===== config.mk =====
export PLATFORM = sky130hd
export DESIGN_NAME = base64_stream_decoder
export DESIGN_NICKNAME = d
export VERILOG_FILES = /design/src/rtl/b64d_pkg.sv /design/src/rtl/b64d_front.sv /design/src/rtl/b64d_queue.sv /design/src/rtl/b64d_back.sv /design/src/rtl/base64_stream_decoder.sv
export SDC_FILE = /design/constraint.sdc
export NUM_CORES = 1
export LEC_CHECK = 0
export ABC_AREA = 1
export ABC_CLOCK_PERIOD_IN_PS = 3800
export BUFFER_PORTS_ARGS = -buffer_cell sky130_fd_sc_hd__buf_4
export CAP_MARGIN = 20
export CORE_MARGIN = 4
export CORE_UTILIZATION = 27
export DETAILED_ROUTE_END_ITERATION = 6
export GPL_TIMING_DRIVEN = 0
export PLACE_DENSITY = 0.52
export SKIP_CTS_REPAIR_TIMING = 1
export SLEW_MARGIN = 20
export SYNTH_ARGS = -nofsm -noshare
export SYNTH_HDL_FRONTEND = slang
export SYNTH_HIERARCHICAL = 1
export SYNTH_SLANG_ARGS = --single-unit

===== constraint.sdc =====
create_clock -name clk -period 3.8 [get_ports clk]
set_input_delay 0.19 -clock clk [delete_from_list [all_inputs] [get_ports clk]]
set_output_delay 0.19 -clock clk [all_outputs]
set_load 0.01 [all_outputs]

===== src/rtl/b64d_pkg.sv =====
// Shared types, constants and decode functions of the Base64 stream decoder.
package b64d_pkg;

	localparam int B64D_QUEUE_DEPTH = 4;

	localparam logic [7:0] CH_UPPER_A = 8'h41;
	localparam logic [7:0] CH_UPPER_Z = 8'h5a;
	localparam logic [7:0] CH_LOWER_A = 8'h61;
	localparam logic [7:0] CH_LOWER_Z = 8'h7a;
	localparam logic [7:0] CH_DIGIT_0 = 8'h30;
	localparam logic [7:0] CH_DIGIT_9 = 8'h39;
	localparam logic [7:0] CH_PLUS    = 8'h2b;
	localparam logic [7:0] CH_SLASH   = 8'h2f;

	localparam logic [5:0] SEXTET_LOWER_BASE = 6'd26;
	localparam logic [5:0] SEXTET_DIGIT_BASE = 6'd52;
	localparam logic [5:0] SEXTET_PLUS       = 6'd62;
	localparam logic [5:0] SEXTET_SLASH      = 6'd63;

	localparam logic [1:0] HELD_FULL = 2'd3;

	typedef struct packed {
		logic [7:0] char_in;
		logic       end_of_string;
	} in_item_t;

	typedef struct packed {
		logic [7:0] byte_out;
		logic       has_byte;
		logic       last_of_run;
		logic       string_done;
	} out_item_t;

	// One queued run: up to three bytes caused by a single input item.
	typedef struct packed {
		logic [2:0][7:0] bytes;
		logic [1:0]      last_idx;
		logic            has_byte;
		logic            done;
	} run_t;

	typedef struct packed {
		logic       invalid;
		logic [5:0] value;
	} sextet_t;

	function automatic sextet_t sextet_of(logic [7:0] ch);
		sextet_t s;
		s.invalid = 1'b0;
		s.value   = '0;
		if (ch >= CH_UPPER_A && ch <= CH_UPPER_Z) begin
			s.value = 6'(ch - CH_UPPER_A);
		end else if (ch >= CH_LOWER_A && ch <= CH_LOWER_Z) begin
			s.value = 6'(ch - CH_LOWER_A) + SEXTET_LOWER_BASE;
		end else if (ch >= CH_DIGIT_0 && ch <= CH_DIGIT_9) begin
			s.value = 6'(ch - CH_DIGIT_0) + SEXTET_DIGIT_BASE;
		end else if (ch == CH_PLUS) begin
			s.value = SEXTET_PLUS;
		end else if (ch == CH_SLASH) begin
			s.value = SEXTET_SLASH;
		end else begin
			s.invalid = 1'b1;
		end
		return s;
	endfunction

	function automatic logic [2:0][7:0] make_bytes(logic [5:0] s0, logic [5:0] s1,
			logic [5:0] s2, logic [5:0] s3);
		logic [2:0][7:0] b;
		b[0] = {s0, s1[5:4]};
		b[1] = {s1[3:0], s2[5:2]};
		b[2] = {s2[1:0], s3};
		return b;
	endfunction

endpackage


===== src/rtl/b64d_front.sv =====
// Front end: classifies chars, holds sextets, forms at most one run per item.
module b64d_front (
	input  logic              clk,
	input  logic              arst_n,
	input  logic              accept,
	input  b64d_pkg::in_item_t item,
	output logic              run_valid,
	output b64d_pkg::run_t    run
);
	import b64d_pkg::*;

	logic [1:0] held_count_q;
	logic       stopped_q;
	logic [5:0] held_q [3];

	sextet_t    sx;
	logic       grp, stop, wr, eos;
	logic [1:0] flush_cnt;
	logic [1:0] flush_bytes;
	logic [5:0] fs [3];

	always_comb begin
		sx   = sextet_of(item.char_in);
		eos  = item.end_of_string;
		grp  = !stopped_q && !sx.invalid && held_count_q == HELD_FULL;
		stop = !stopped_q && sx.invalid;
		wr   = !stopped_q && !sx.invalid && held_count_q != HELD_FULL;

		fs[0] = held_q[0];
		fs[1] = held_q[1];
		fs[2] = held_q[2];
		if (wr) begin
			fs[held_count_q] = sx.value;
		end

		if (stop) begin
			flush_cnt = held_count_q;
		end else if (wr && eos) begin
			flush_cnt = held_count_q + 2'd1;
		end else begin
			flush_cnt = 2'd0;
		end
		flush_bytes = (flush_cnt >= 2'd2) ? flush_cnt - 2'd1 : 2'd0;

		run.done     = eos;
		run.has_byte = 1'b1;
		if (grp) begin
			run.bytes    = make_bytes(held_q[0], held_q[1], held_q[2], sx.value);
			run.last_idx = 2'd2;
		end else if (flush_bytes != 2'd0) begin
			run.bytes    = make_bytes(fs[0], fs[1], fs[2], 6'd0);
			run.last_idx = flush_bytes - 2'd1;
		end else begin
			run.bytes    = '0;
			run.last_idx = 2'd0;
			run.has_byte = 1'b0;
		end
		run_valid = accept && (grp || flush_bytes != 2'd0 || eos);
	end

	always_ff @(posedge clk or negedge arst_n) begin
		if (!arst_n) begin
			held_count_q <= '0;
			stopped_q    <= 1'b0;
		end else if (accept) begin
			if (eos) begin
				held_count_q <= '0;
				stopped_q    <= 1'b0;
			end else if (grp) begin
				held_count_q <= '0;
			end else if (stop) begin
				held_count_q <= '0;
				stopped_q    <= 1'b1;
			end else if (wr) begin
				held_count_q <= held_count_q + 2'd1;
			end
		end
	end

	always_ff @(posedge clk) begin
		if (accept && wr) begin
			held_q[held_count_q] <= sx.value;
		end
	end

endmodule


===== src/rtl/b64d_queue.sv =====
// Short run queue that decouples the front end from the byte serialiser.
module b64d_queue #(
	parameter int Depth = b64d_pkg::B64D_QUEUE_DEPTH
) (
	input  logic           clk,
	input  logic           arst_n,
	input  logic           wr_en,
	input  b64d_pkg::run_t wr_data,
	input  logic           rd_en,
	output logic           rd_valid,
	output b64d_pkg::run_t rd_data,
	output logic           full
);
	import b64d_pkg::*;

	localparam int PtrW = (Depth > 1) ? $clog2(Depth) : 1;
	localparam int CntW = $clog2(Depth + 1);
	localparam logic [PtrW-1:0] LastPtr = PtrW'(Depth - 1);
	localparam logic [CntW-1:0] DepthCnt = CntW'(Depth);

	run_t            entries_q [Depth];
	logic [PtrW-1:0] wr_ptr_q, rd_ptr_q;
	logic [CntW-1:0] count_q;

	assign rd_valid = count_q != '0;
	assign full     = count_q == DepthCnt;
	assign rd_data  = entries_q[rd_ptr_q];

	always_ff @(posedge clk or negedge arst_n) begin
		if (!arst_n) begin
			wr_ptr_q <= '0;
			rd_ptr_q <= '0;
			count_q  <= '0;
		end else begin
			if (wr_en) begin
				wr_ptr_q <= (wr_ptr_q == LastPtr) ? '0 : wr_ptr_q + 1'b1;
			end
			if (rd_en) begin
				rd_ptr_q <= (rd_ptr_q == LastPtr) ? '0 : rd_ptr_q + 1'b1;
			end
			if (wr_en && !rd_en) begin
				count_q <= count_q + 1'b1;
			end else if (rd_en && !wr_en) begin
				count_q <= count_q - 1'b1;
			end
		end
	end

	always_ff @(posedge clk) begin
		if (wr_en) begin
			entries_q[wr_ptr_q] <= wr_data;
		end
	end

endmodule


===== src/rtl/b64d_back.sv =====
// Back end: splits queued runs into single results behind an output register.
module b64d_back (
	input  logic              clk,
	input  logic              arst_n,
	input  logic              run_valid,
	input  b64d_pkg::run_t    run,
	output logic              run_pop,
	input  logic              pop,
	output logic              empty,
	output b64d_pkg::out_item_t result
);
	import b64d_pkg::*;

	logic       out_valid_q;
	out_item_t  out_q;
	logic [1:0] idx_q;
	logic       load, last;
	logic [7:0] sel_byte;

	assign load    = !out_valid_q || pop;
	assign last    = idx_q == run.last_idx;
	assign run_pop = load && run_valid && last;
	assign empty   = !out_valid_q;
	assign result  = out_q;

	always_comb begin
		case (idx_q)
			2'd0:    sel_byte = run.bytes[0];
			2'd1:    sel_byte = run.bytes[1];
			2'd2:    sel_byte = run.bytes[2];
			default: sel_byte = '0;
		endcase
	end

	always_ff @(posedge clk or negedge arst_n) begin
		if (!arst_n) begin
			out_valid_q <= 1'b0;
			idx_q       <= '0;
		end else if (load) begin
			out_valid_q <= run_valid;
			if (run_valid) begin
				idx_q <= last ? 2'd0 : idx_q + 2'd1;
			end
		end
	end

	always_ff @(posedge clk) begin
		if (load && run_valid) begin
			out_q.byte_out    <= sel_byte;
			out_q.has_byte    <= run.has_byte;
			out_q.last_of_run <= last;
			out_q.string_done <= last && run.done;
		end
	end

endmodule


===== src/rtl/base64_stream_decoder.sv =====
// Top level of the streaming Base64 decoder (RFC 4648 alphabet).
//
//   Channel   Handshake        Payload   Transfer when
//   input     push / full      item      push high and full low
//   result    empty / pop      result    pop high and empty low
//
// The input side takes one character in every cycle while the run queue has
// room; the front end decodes it in the cycle of the transfer. A result leaves
// at most one a cycle through the output register, so an item that yields
// three bytes occupies the back end for three results, and the queue depth
// (QueueDepth runs) sets how far the front end may run ahead of it.
// An input transfer passes the run queue and the output register before its
// first result appears. The asynchronous reset clears the held count, the stop
// flag, the queue pointers and count, the byte index and the output valid
// flag; no clearing pass is needed. A stall on the result side fills the queue
// and then raises full; a stall on the input side simply lets the queue drain.
module base64_stream_decoder #(
	parameter int QueueDepth = b64d_pkg::B64D_QUEUE_DEPTH
) (
	input  logic                clk,
	input  logic                arst_n,
	input  logic                push,
	output logic                full,
	input  b64d_pkg::in_item_t  item,
	input  logic                pop,
	output logic                empty,
	output b64d_pkg::out_item_t result
);
	import b64d_pkg::*;

	logic accept;
	logic front_valid;
	run_t front_run;
	logic queue_valid;
	run_t queue_run;
	logic queue_pop;

	// An item is only taken when the queue can hold whatever run it causes.
	assign accept = push && !full;

	b64d_front u_front (
		.clk       (clk),
		.arst_n    (arst_n),
		.accept    (accept),
		.item      (item),
		.run_valid (front_valid),
		.run       (front_run)
	);

	b64d_queue #(
		.Depth (QueueDepth)
	) u_queue (
		.clk      (clk),
		.arst_n   (arst_n),
		.wr_en    (front_valid),
		.wr_data  (front_run),
		.rd_en    (queue_pop),
		.rd_valid (queue_valid),
		.rd_data  (queue_run),
		.full     (full)
	);

	// The back end steps through the bytes of the oldest run and releases the
	// run from the queue once its final result has been loaded for output.
	b64d_back u_back (
		.clk       (clk),
		.arst_n    (arst_n),
		.run_valid (queue_valid),
		.run       (queue_run),
		.run_pop   (queue_pop),
		.pop       (pop),
		.empty     (empty),
		.result    (result)
	);

endmodule


### After elaboration in Yosys (flattened, before gate mapping)

Memories as Yosys holds them, arrays and structs flattened.
Index checks and enable logic that the tools add are counted.

| word-level totals | value |
|---|---|
| bits in registers | 24 |
| latch bits | 0 |
| memory bits (writable) | 130 |
| bits in read-only memories | 0 |
| output and inout bits | 13 |
| word-level logic and storage cells | 120 |
| memories | 2 |

| cells by class | value |
|---|---|
| $add $sub $neg | 13 |
| $mul | 0 |
| divide/modulo/power cells | 0 |
| order comparisons | 9 |
| equality and inequality tests | 11 |
| shift operators | 0 |
| mux-type cells | 38 |
| bitwise logic cells | 1 |
| reductions and logical operators | 35 |

Memories:

| name | depth | width | rd ports | clocked after Yosys merged registers in | wr ports | line | text |
|---|---|---|---|---|---|---|---|
| u_queue.entries_q | 4 | 28 | 1 | 0 | 1 | b64d_queue.sv:21 | `run_t entries_q [Depth];` |
| u_front.held_q | 3 | 6 | 3 | 0 | 1 | b64d_front.sv:14 | `logic [5:0] held_q [3];` |

Operator list:

| operator | number |
|---|---|
| 26-bit 2-to-1 mux | 2 |
| 6-bit 2-to-1 mux | 6 |
| 8-bit case mux with 3 select lines | 1 |
| 2-bit 2-to-1 mux | 10 |
| 18-bit bitwise mux | 1 |
| 18-bit 2-to-1 mux | 1 |
| 1-bit logical AND | 17 |
| 8-bit by 6-bit equality test with 1-bit output, second input constant | 2 |
| 8-bit by 7-bit >= comparator with 1-bit output, second input constant | 2 |
| 8-bit by 7-bit <= comparator with 1-bit output, second input constant | 2 |
| 1-bit 2-to-1 mux | 14 |
| 6-bit demux with 2-bit select | 1 |
| 6-bit subtractor, second input constant | 2 |
| 2-bit by 1-bit adder with 2-bit output, second input constant | 4 |
| 2-bit equality test, second input constant | 4 |
| 8-bit by 6-bit >= comparator with 1-bit output, second input constant | 1 |
| 8-bit by 6-bit <= comparator with 1-bit output, second input constant | 1 |
| 6-bit by 5-bit adder with 6-bit output, second input constant | 1 |
| 6-bit adder, second input constant | 1 |
| 1-bit logical NOT | 6 |
| 3-bit 2-to-1 mux | 2 |
| 2-bit nonzero test | 3 |
| 6-bit by 1-bit subtractor with 6-bit output, second input constant | 1 |
| 2-bit inequality test, second input constant | 2 |
| 16 further kinds | 20 |

### Longest topological paths before layout

Gate-level depths: netlist of the first run.

| logic depth | value |
|---|---|
| word-level depth | 22 |
| gate-level depth with buffers | 23 |
| depth with buffers taken out | 22 |

### Cells and area by module

The synthesis of the first run kept the hierarchy.

Modules (own cells, without submodules):

| module | times used | cells an instance | area an instance (um2) |
|---|---|---|---|
| b64d_queue | 1 | 380 | 4882.2 |
| b64d_front | 1 | 315 | 2174.6 |
| b64d_back | 1 | 100 | 782.0 |
| base64_stream_decoder | 1 | 2 | 10.0 |

### Worst setup path after synthesis of the first run

OpenSTA, ideal clock, no wires.

| timing path | value |
|---|---|
| path kind | input to register |
| from | input item[3] (netlist name) |
| to | memory u_queue/entries_q[0][0] (netlist name) (enable) |
| library setup time | 0.383 ns |
| data arrival time | 2.566 ns |
| required time | 3.417 ns |
| slack | 0.851 ns |
| stages | 15 |
| path buffers | 2 |
| path through | buf_2 inv_1 ha_1 nand2_1 inv_1 o21ai_2 nand2_8 nor2_8 nand3_1 nand3_4 buf_6 nand2_1 nand2_1 nand2_1 inv_1 |

| between the ends | value |
|---|---|
| longest elaborated chain between the ends | 20 |
| elaborated cells on any way between the ends | 33 |

Ends and longest elaborated chain:

| element | line | text |
|---|---|---|
| start: declaration | base64_stream_decoder.sv:24 | `input b64d_pkg::in_item_t item,` |
| branches (longest 5 deep; another with 8-bit by 6-bit >= comparator with 1-bit output) | n/a |  |
| 1-bit 2-to-1 mux (*) | b64d_pkg.sv:51 | `if (ch >= CH_UPPER_A && ch <= CH_UPPER_Z) begin` |
| 1-bit logical NOT | b64d_front.sv:25, b64d_front.sv:27 |  |
| 1-bit logical AND | b64d_front.sv:25, b64d_front.sv:27 |  |
| 1-bit logical AND | b64d_front.sv:27 | `wr = !stopped_q && !sx.invalid && held_count_q != HELD_FULL;` |
| 1-bit logical AND | b64d_front.sv:38 | `end else if (wr && eos) begin` |
| 2-bit 2-to-1 mux | b64d_front.sv:38 |  |
| 2-bit 2-to-1 mux | b64d_front.sv:36 | `if (stop) begin` |
| 2-bit by 1-bit subtractor with 2-bit output or 2-bit >= comparator (tied branches) | b64d_front.sv:43 | `flush_bytes = (flush_cnt >= 2'd2) ? flush_cnt - 2'd1 : 2'd0;` |
| 2-bit 2-to-1 mux | b64d_front.sv:43 |  |
| 2-bit nonzero test | b64d_front.sv:58 | `run_valid = accept && (grp \|\| flush_bytes != 2'd0 \|\| eos);` |
| 1-bit logical OR (*) (2 in series) | b64d_front.sv:58 |  |
| 1-bit logical AND (*) | b64d_front.sv:58 |  |
| named net front_valid | base64_stream_decoder.sv:32 | `logic front_valid;` |
| 1-bit 2-to-1 mux (*) | b64d_queue.sv:50 | `if (wr_en) begin` |
| 1-bit 2-to-1 mux (not written as such) (*) | b64d_queue.sv:51 | `entries_q[wr_ptr_q] <= wr_data;` |
| end: declaration | b64d_queue.sv:21 |  |

Mark *: on every way through the listed nets, which the timed path passes.

### Worst setup path after layout of the first run

| timing path | value |
|---|---|
| from | input item[3] (netlist name) |
| to | memory u_queue/entries_q[0][13] (netlist name) (enable) |

The elaborated chain is that of the path after synthesis.

==> impl_metrics.tcl, run 1 <==
set metrics [dict create \
    whs_ns 0.0353 \
    min_period_over_period 0.779 \
    synth_edf_count 141 \
    max-slew-margin-rel 0.466 \
    synth_top_flop_cell "edfxtp_1" \
    status "finished, final reports clean" \
    cp_max_fo 28 \
    synthArstFlopShare 0.0844 \
    yosys_warnings 6 \
    antenna_cells 0 \
    cts_tree "yes" \
    cp.arrival_ns 3.01 \
    drive_above_1_share 0.137 \
    p_leak_nw 4.15 \
    grt_max_degree 29 \
    routabilityCongestion 0.803 \
    syn-cell-area_mm2 0.00785 \
    p_per_area_mw_per_mm2 675 \
    cts_sinks 154 \
    final_nets 876 \
    whs_path_depth 4 \
    skew_ns 0.00474 \
    ir_drop_uv 273 \
    synth-seq-cells 154 \
    setup_viol 0 \
    fp.coreArea_mm2 0.0287 \
    power_mw 6.19 \
    drt_iter0_markers 312 \
    numCtsBuffers 17 \
    path_clk_slew_ns 0.06 \
    hold_viol 0 \
    die_x_um 178 \
    hp-start "pop" \
    slew_viol_final 0 \
    drc 0 \
    clockBufferDepth 2 \
    r2r-start "u_queue/rd_ptr_q[0]" \
    grt_pass1_wl_mm 27.2 \
    dieHeight_um 178 \
    wl_mm 17.0 \
    start_kind "input pin" \
    gr-usage-all-layers 0.114 \
    rsz0062_at_grt "false" \
    clockRootBuffer "clkbuf_16" \
    timing.fmax_mhz 338 \
    grt-ovfl-total 0 \
    netlist-cell-type-count 39 \
    critPathCaptureType "flop" \
    syn_area_per_cell_um2 9.85 \
    routed_via_density 4.09 \
    synthCells 797 \
    worst_pin_slew_ns 0.800 \
    worstHoldEndpoint "u_back/out_valid_q" \
    stdcell_area_mm2 0.00917 \
    io_pins 26 \
    first_pass_iters 4 \
    detail-route-antenna-nets 0 \
    cap_violations 0 \
    hpwl_mm 11.8 \
    reg2reg_slack_ns 0.91 \
    num_rows 62 \
    vias 5055 \
    htree_levels 4 \
    start_util 0.273 \
    hold_class "input pin to flop" \
    fin_setup_tns_ns 0 \
    placed_area_mm2 0.00850 \
    numPortBuffers 23 \
    cp.required_ns 3.85 \
    routedWlPerCell_um 13.8 \
    reg2reg_depth 16 \
    worstSetupPathType "input pin to flop" \
    ys_seq_area_frac 0.581 \
    clkLatencyLatePin_ns 0.42 \
    grt_pass1_vias 4870 \
    die-area_mm2 0.0319 \
    antenna_found_initial 0 \
    areaGrowthSynthToFinish_pct 16.8 \
    synth_nets 833 \
    post-route-min-period_ns 2.96 \
    instances_no_fill 1237 \
    dp.cells 1204 \
    reg2reg_to "u_queue/count_q[1]" \
]
==> per-layer routing <==
metal / up-vias / global-route usage / routed length, um
met5: - / 0 / 0
met4: 0 / 0.0419 / 252
met3: 16 / 0.0208 / 666
met2: 74 / 0.183 / 8090
met1: 2315 / 0.153 / 8030
li1: 2650 / - / -
==> logic make-up (layout without fill, tap and decap cells) <==
kind of cell | Yosys count | in the layout | synth area share
compound gates | 81 | 81 | 0.0725
fa+ha+maj | 23 | 23 | 0.0376
flops | 154 | 154 | 0.581
simple gates | 338 | 338 | 0.194
buf+inv | 196 | 252 | 0.109
xor+xnor | 5 | 5 | 0.00558
==> through the flow <==
step,util,worst slack [ns]
3_5_place_dp,0.296,0.390
3_3_place_gp,0.296,-0.0458
4_1_cts,0.319,0.842
2_1_floorplan,-,0.851
5_1_grt,0.319,0.568
6_report,0.319,0.841
==> worst max-delay path, stage by stage <==
cell and delay (ns):
buf_4 0.09, buf_2 0.20, inv_1 0.10, ha_1 0.27
nand2_1 0.11, inv_1 0.05, o21ai_2 0.26, nand2_8 0.11
nor2_8 0.19, nand3_1 0.15, nand3_4 0.13, buf_6 0.13
nand2_1 0.05, nand2_1 0.23, nand2_1 0.11, inv_2 0.59
==> report_power, final <==
group,switching (mW),leakage [nW],internal (mW)
clock,0.640,0.312,1.23
sequential,0.119,1.44,2.21
combinational,1.31,2.40,0.681
==> synth_stat cells, types with 2 or more instances <==
cell type | number | area share
a21oi_1 | 4 | 0.0026
a31oi_1 | 2 | 0.0016
and2_4 | 3 | 0.0033
buf_2 | 12 | 0.0077
buf_4 | 4 | 0.0038
buf_6 | 12 | 0.017
clkbuf_1 | 2 | 0.00096
dfrtp_1 | 13 | 0.041
edfxtp_1 | 141 | 0.54
ha_1 | 22 | 0.035
inv_1 | 160 | 0.077
inv_2 | 6 | 0.0029
nand2_1 | 223 | 0.11
nand2_2 | 5 | 0.0040
nand2_4 | 2 | 0.0029
nand2_8 | 2 | 0.0051
nand3_1 | 23 | 0.015
nand3_4 | 2 | 0.0045
nand3b_1 | 2 | 0.0019
nand4_2 | 4 | 0.0064
nor2_1 | 59 | 0.028
nor2_2 | 2 | 0.0016
nor2_8 | 2 | 0.0051
nor3_1 | 3 | 0.0019
o211ai_1 | 56 | 0.054
o21ai_0 | 15 | 0.0096
xnor2_1 | 2 | 0.0022
xor2_1 | 3 | 0.0033
==> registers in the layout (all words and copies together), names as in the netlist <==
signal / flops
u_queue/wr_ptr_q: 2
u_front/stopped_q: 1
u_front/held_q: 18
u_back/result: 11
u_queue/rd_ptr_q: 2
u_front/held_count_q: 2
u_back/idx_q: 2
u_queue/entries_q: 112
u_back/out_valid_q: 1
u_queue/count_q: 3
==> cell usage in the layout, fill, tap and decap left out, types with 3 or more instances in the layout <==
master	synthesis	layout
clkbuf_1	2	5
o211ai_1	56	56
ha_1	22	22
xor2_1	3	3
dfrtp_1	13	13
buf_6	12	12
nand3_1	23	23
a21oi_1	4	4
buf_4	4	27
inv_2	6	10
and2_4	3	3
nor3_1	3	3
nand2_2	5	5
o21ai_0	15	15
bufinv_16	0	6
edfxtp_1	141	141
buf_2	12	12
inv_1	160	156
clkbuf_16	0	17
nand2_1	223	223
nor2_1	59	59
nand4_2	4	4
==> worst max path at each step <==
stage / from / to
2_1_floorplan: item[3] / u_queue/entries_q[0][0]
3_3_place_gp: item[3] / u_queue/entries_q[2][17]
3_5_place_dp: item[3] / u_queue/entries_q[0][13]
4_1_cts: item[3] / u_queue/entries_q[0][22]
5_1_grt: item[3] / u_queue/entries_q[0][22]
6_report: item[3] / u_queue/entries_q[0][13]
==> area by class of cell <==
class,instances,area [um2]
Buffer,30,233
Clock buffer,20,437
Sequential cell,154,4560
Multi-Input combinational cell,447,2430
Fill cell,2995,19500
Clock inverter,12,221
Tap cell,384,480
Inverter,166,623
Timing Repair Buffer,24,183
(Power assumes the default switching activity.)
==> inputs of run 2 (changes only) <==
ABC_AREA = 0   (was 1)
ABC_CLOCK_PERIOD_IN_PS = 2800   (was 3800)
clock period = 2.8 ns   (was 3.8 ns; I/O delays follow)
==> run 2 against run 1 <==
  * Synthesized cell count down 47%
  * Register-to-register slack lost 0.78 ns
  * First-iteration DRC count down 8.0%
  * Flip-flop and latch count is the same
  * Sequential power up 32%
==> impl_metrics.tcl, run 2 <==
set metrics [dict create \
    antenna_found_initial 0 \
    worst_pin_slew_ns 1.13 \
    p_per_area_mw_per_mm2 881 \
    start_kind "flop" \
    synth-seq-cells 154 \
    numCtsBuffers 17 \
    gr-usage-all-layers 0.109 \
    htree_levels 4 \
    routed_via_density 4.69 \
    r2r-start "u_queue/rd_ptr_q[0]" \
    syn_area_per_cell_um2 16.3 \
    critPathCaptureType "flop" \
    whs_ns 0.0130 \
    yosys-top-cells-area "edfxtp_1, mux4_2, dfrtp_1, ha_1, nor2_1" \
    hpwl_mm 10.3 \
    setup_viol 0 \
    hold_viol 0 \
    drt_iter0_markers 287 \
    share_comb_of_total_power 0.286 \
    dp.cells 784 \
    fillers 2431 \
    synthArstFlopShare 0.0844 \
    netlist-cell-type-count 58 \
    synth_top_flop_cell "edfxtp_1" \
    mostFrequentLayoutCells "edfxtp_1, nor2_1, buf_4" \
    p_sw_mw 2.07 \
    post-synth-top-count-cell "edfxtp_1" \
    clockRootBuffer "clkbuf_16" \
    routabilityCongestion 0.842 \
    cp.required_ns 3.10 \
    top_register "u_queue/entries_q" \
    post-route-min-period_ns 2.67 \
    grt_max_degree 23 \
    synthTopCellsByCount "edfxtp_1, nor2_1, mux4_2" \
    grt_pass1_wl_mm 23.5 \
    first_pass_iters 5 \
    yosys_warnings 6 \
    routedWlPerCell_um 18.0 \
    fin_setup_tns_ns 0 \
    synth_edf_count 141 \
    swShare 0.284 \
    die-area_mm2 0.0283 \
    antenna_cells 0 \
    max-slew-margin-rel 0.248 \
    dieHeight_um 168 \
    areaGrowthSynthToFinish_pct 19.6 \
    timing.fmax_mhz 375 \
    stdcell_area_mm2 0.00828 \
    ir_drop_uv 420 \
    die_x_um 168 \
    syn-cell-area_mm2 0.00692 \
    whs_path_depth 3 \
    hold_class "input pin to flop" \
    regArea_mm2 0.00456 \
    detail-route-antenna-nets 0 \
    mostFrequentLayoutCell "edfxtp_1" \
    wl_mm 14.8 \
    vias 3858 \
    fp.coreArea_mm2 0.0252 \
    utilization 0.329 \
    status "finished, final reports clean" \
    fin_ws_ns 0.132 \
    instances_no_fill 822 \
    grt-ovfl-total 0 \
    slew_viol_final 0 \
    num_rows 58 \
    p_int_mw 5.22 \
    io_pins 26 \
    power_mw 7.30 \
    yosys.area.top_type_share 0.612 \
    p_clk_frac 0.293 \
    final_nets 515 \
    worstHoldEndpoint "u_back/out_valid_q" \
    cp_max_fo 7 \
    yosysTopAreaCell "edfxtp_1" \
    largest_reg_flops 112 \
    path_clk_slew_ns 0.06 \
    min_period_over_period 0.953 \
    multiInputGateArea_mm2 0.00219 \
    hp-start "pop" \
    ys_seq_area_frac 0.659 \
    start_util 0.275 \
    reg2reg_slack_ns 0.13 \
    cap_violations 0 \
    placed_area_mm2 0.00761 \
    place_ws_ns -0.409 \
    drive_above_1_share 0.289 \
    synthCells 425 \
    synth_nets 461 \
    numPortBuffers 25 \
    clkLatencyLatePin_ns 0.42 \
    reg2reg_depth 10 \
    p_leak_nw 2.85 \
    grt_pass1_vias 4137 \
    cts_tree "yes" \
    cp.arrival_ns 2.97 \
    cts_sinks 154 \
    drc 0 \
    p_seq_frac 0.421 \
    skew_ns 0.0117 \
    clockBufferDepth 2 \
    worstSetupPathType "flop to flop" \
    reg2reg_to "u_queue/count_q[1]" \
]
[run 2: cell type report]
type,instances,share of cell area
Clock buffer,26,0.0642
Timing Repair Buffer,36,0.0393
Sequential cell,154,0.551
Tap cell,330,0.0499
Multi-Input combinational cell,232,0.265
Buffer,15,0.0160
Clock inverter,6,0.00438
Inverter,23,0.0104
[run 2: how the worst max path moves through the flow]
stage	slack, ns	to	start	cells past startpoint
final	0.13	u_queue/count_q[1]	u_queue/rd_ptr_q[0]	10
after global routing	-0.0007	u_queue/count_q[2]	item[3]	15
after CTS	-0.21	u_queue/count_q[2]	u_queue/rd_ptr_q[1]	13
after detailed placement	-0.41	u_queue/count_q[2]	item[3]	15
after global placement	-0.99	u_queue/entries_q[2][18]	item[3]	10
after floorplan	0.09	u_queue/entries_q[1][0]	item[3]	9
[run 2: power by group through the flow]
stage               Combinational [mW]  Clock, mW  Sequential (mW)
detailed placement                2.03          0             3.12
CTS                               2.04       2.20             3.07
global placement                  1.96          0             3.10
global route                      2.29       2.30             3.11
finish                            2.08       2.14             3.07
floorplan                         1.31          0             3.13
[run 2: metal layers]
layer  vias to the layer above  global-route usage  share of wire
met5                         -                   0              0
met4                         0              0.0438          0.020
met3                        24              0.0247          0.049
met2                       108               0.184           0.51
met1                      1959               0.136           0.42
li1                       1767                   -              -
[run 2: kinds of logic after synthesis]
logic type / synth area share
flops: 0.659
simple gates: 0.0718
compound gates: 0.0875
buf+inv: 0.0305
mux: 0.0974
fa+ha+maj: 0.0427
xor+xnor: 0.0114
[run 2: worst max-delay path: stages, from the launching register on]
cell	delay [ns]
dfrtp_2	0.41
buf_12	0.13
mux4_2	0.55
xor2_2	0.17
nor2_2	0.16
and2_4	0.17
inv_1	0.06
ha_2	0.18
inv_1	0.06
fa_1	0.40
mux2_2	0.27
==> inputs of run 3 (changes only) <==
ABC_CLOCK_PERIOD_IN_PS = 3400   (was 2800)
clock period = 3.4 ns   (was 2.8 ns; I/O delays follow)
==> run 3 against run 2 <==
  * Die area is the same
  * Cell area fell by 0.98%
  * Clock skew is essentially flat
  * Global-route usage is the same
  * Register-to-register slack better by 0.29 ns
  * First-iteration DRC count fell by 13%
  * Flip-flop and latch count stayed put
  * Setup slack better by 0.29 ns
  * Count of clock-buffer cells in the layout unchanged
  * Highest routed layer unchanged
==> impl_metrics.tcl, run 3 (same netlist as run 2, synthesis figures left out) <==
set metrics [dict create \
    max-slew-margin-rel 0.261 \
    slew_viol_final 0 \
    fp.coreArea_mm2 0.0252 \
    vias 3856 \
    grt-ovfl-total 0 \
    largest_reg_flops 112 \
    cp.arrival_ns 3.31 \
    min_period_over_period 0.875 \
    cpMaxStageDelayCell "fa_1" \
    clockBufferDepth 2 \
    p_leak_nw 2.82 \
    fin_ws_ns 0.426 \
    start_kind "flop" \
    p_per_area_mw_per_mm2 723 \
    top_register "u_queue/entries_q" \
    timing.fmax_mhz 336 \
    die-area_mm2 0.0283 \
    place_ws_ns 0.161 \
    numCtsBuffers 17 \
    ir_drop_uv 346 \
    numPortBuffers 25 \
    drc 0 \
    post-route-min-period_ns 2.97 \
    cap_violations 0 \
    stdcell_area_mm2 0.00820 \
    areaGrowthSynthToFinish_pct 18.4 \
    grt_pass1_vias 4137 \
    cp_top_family "buffers and inverters" \
    cp_max_fo 10 \
    worst_pin_slew_ns 1.11 \
    path_clk_slew_ns 0.06 \
    grt_max_degree 23 \
    mostFrequentLayoutCell "edfxtp_1" \
    clockRootBuffer "clkbuf_16" \
    final_nets 511 \
    grt_pass1_wl_mm 23.5 \
    hold_viol 0 \
    routedWlPerCell_um 18.2 \
    first_pass_iters 5 \
    skew_ns 0.0118 \
    critPathCaptureType "flop" \
    cts_sinks 154 \
    num_rows 58 \
    routabilityCongestion 0.842 \
    setup_viol 0 \
    cp.required_ns 3.74 \
    placed_area_mm2 0.00761 \
    mostFrequentLayoutCells "edfxtp_1, nor2_1, buf_4" \
    wl_mm 14.9 \
    io_pins 26 \
    cts_tree "yes" \
    status "finished, final reports clean" \
    antenna_cells 0 \
    htree_levels 4 \
    worstPathCellList "buf_2 -> buf_4 -> mux4_2 -> xor2_1 -> nor2_2 -> and2_1 -> inv_1 -> ha_1 -> inv_1 -> fa_1 -> xor2_1 -> nor2_1 -> xor2_1" \
    routed_via_density 4.71 \
    detail-route-antenna-nets 0 \
    rsz0062_at_grt "false" \
    gr-usage-all-layers 0.109 \
    hold_class "input pin to flop" \
    worstSetupPathType "flop to flop" \
    drt_iter0_markers 250 \
    antenna_found_initial 0 \
    start_util 0.275 \
    utilization 0.325 \
    drive_above_1_share 0.266 \
    critPathBufInv 4 \
    slowest_delay_ns 0.37 \
    path_common_cell "xor2_1" \
    die_x_um 168 \
    hpwl_mm 10.3 \
    dieHeight_um 168 \
    fin_setup_tns_ns 0 \
    clkLatencyLatePin_ns 0.42 \
]
[run 3: cell types whose count changed in the layout (fill, tap and decap cells not counted), sizes merged]
cell  before  now
buf       48   44
[run 3: cell type report]
class	instances	area, um2
Buffer	16	125
Timing Repair Buffer	31	288
Multi-Input combinational cell	232	2160
Tap cell	330	413
Inverter	23	86.3
Fill cell	2442	17000
Sequential cell	154	4560
Clock inverter	6	36.3
Clock buffer	26	532
[run 3: stage by stage]
stage                     power [mW]  cells  hold slack (ns)
after detailed placement        4.24    784           0.0286
after floorplan                 3.66    425           -0.126
after global routing            6.25    818           0.0343
after CTS                       6.02    816           -0.426
after global placement          4.17    780           0.0257
final                           5.92    818           0.0409
[run 3: worst reg2reg max path, cell delays in order (launching register included)]
cell and delay [ns]:
dfrtp_1 0.36, buf_2 0.30, buf_4 0.28, mux4_2 0.35, xor2_1 0.24, nor2_2 0.10
and2_1 0.16, inv_1 0.09, ha_1 0.18, inv_1 0.06, fa_1 0.37, xor2_1 0.15
nor2_1 0.11, xor2_1 0.15
[run 3: report_power, final]
part | internal (mW) | switching (mW)
logic | 0.756 | 0.882
registers | 2.40 | 0.118
clock network | 1.08 | 0.689
[run 3: worst paths after layout]
| kind | startpoint | end | slack [ns] | depth (start not counted) |
|---|---|---|---|---|
| max in group asynchronous | arst_n | u_queue/count_q[2] | 3.09 | 2 |
| worst max-delay path | u_queue/rd_ptr_q[1] | u_queue/count_q[2] | 0.43 | 13 |
| min in group asynchronous | arst_n | u_queue/wr_ptr_q[0] | 0.14 | 2 |
| worst min register to register | u_queue/count_q[2] | u_queue/count_q[2] | 0.48 | 1 |
| worst min-delay path | pop | u_back/out_valid_q | 0.04 | 3 |
| worst max register to register | u_queue/rd_ptr_q[1] | u_queue/count_q[2] | 0.43 | 13 |
[run 3: metal layers]
metal | global-route usage | up-vias | routed length [um]
met3 | 0.0247 | 24 | 618
li1 | - | 1762 | -
met4 | 0.0438 | 0 | 301
met5 | 0 | - | 0
met1 | 0.136 | 1981 | 6370
met2 | 0.184 | 89 | 7600
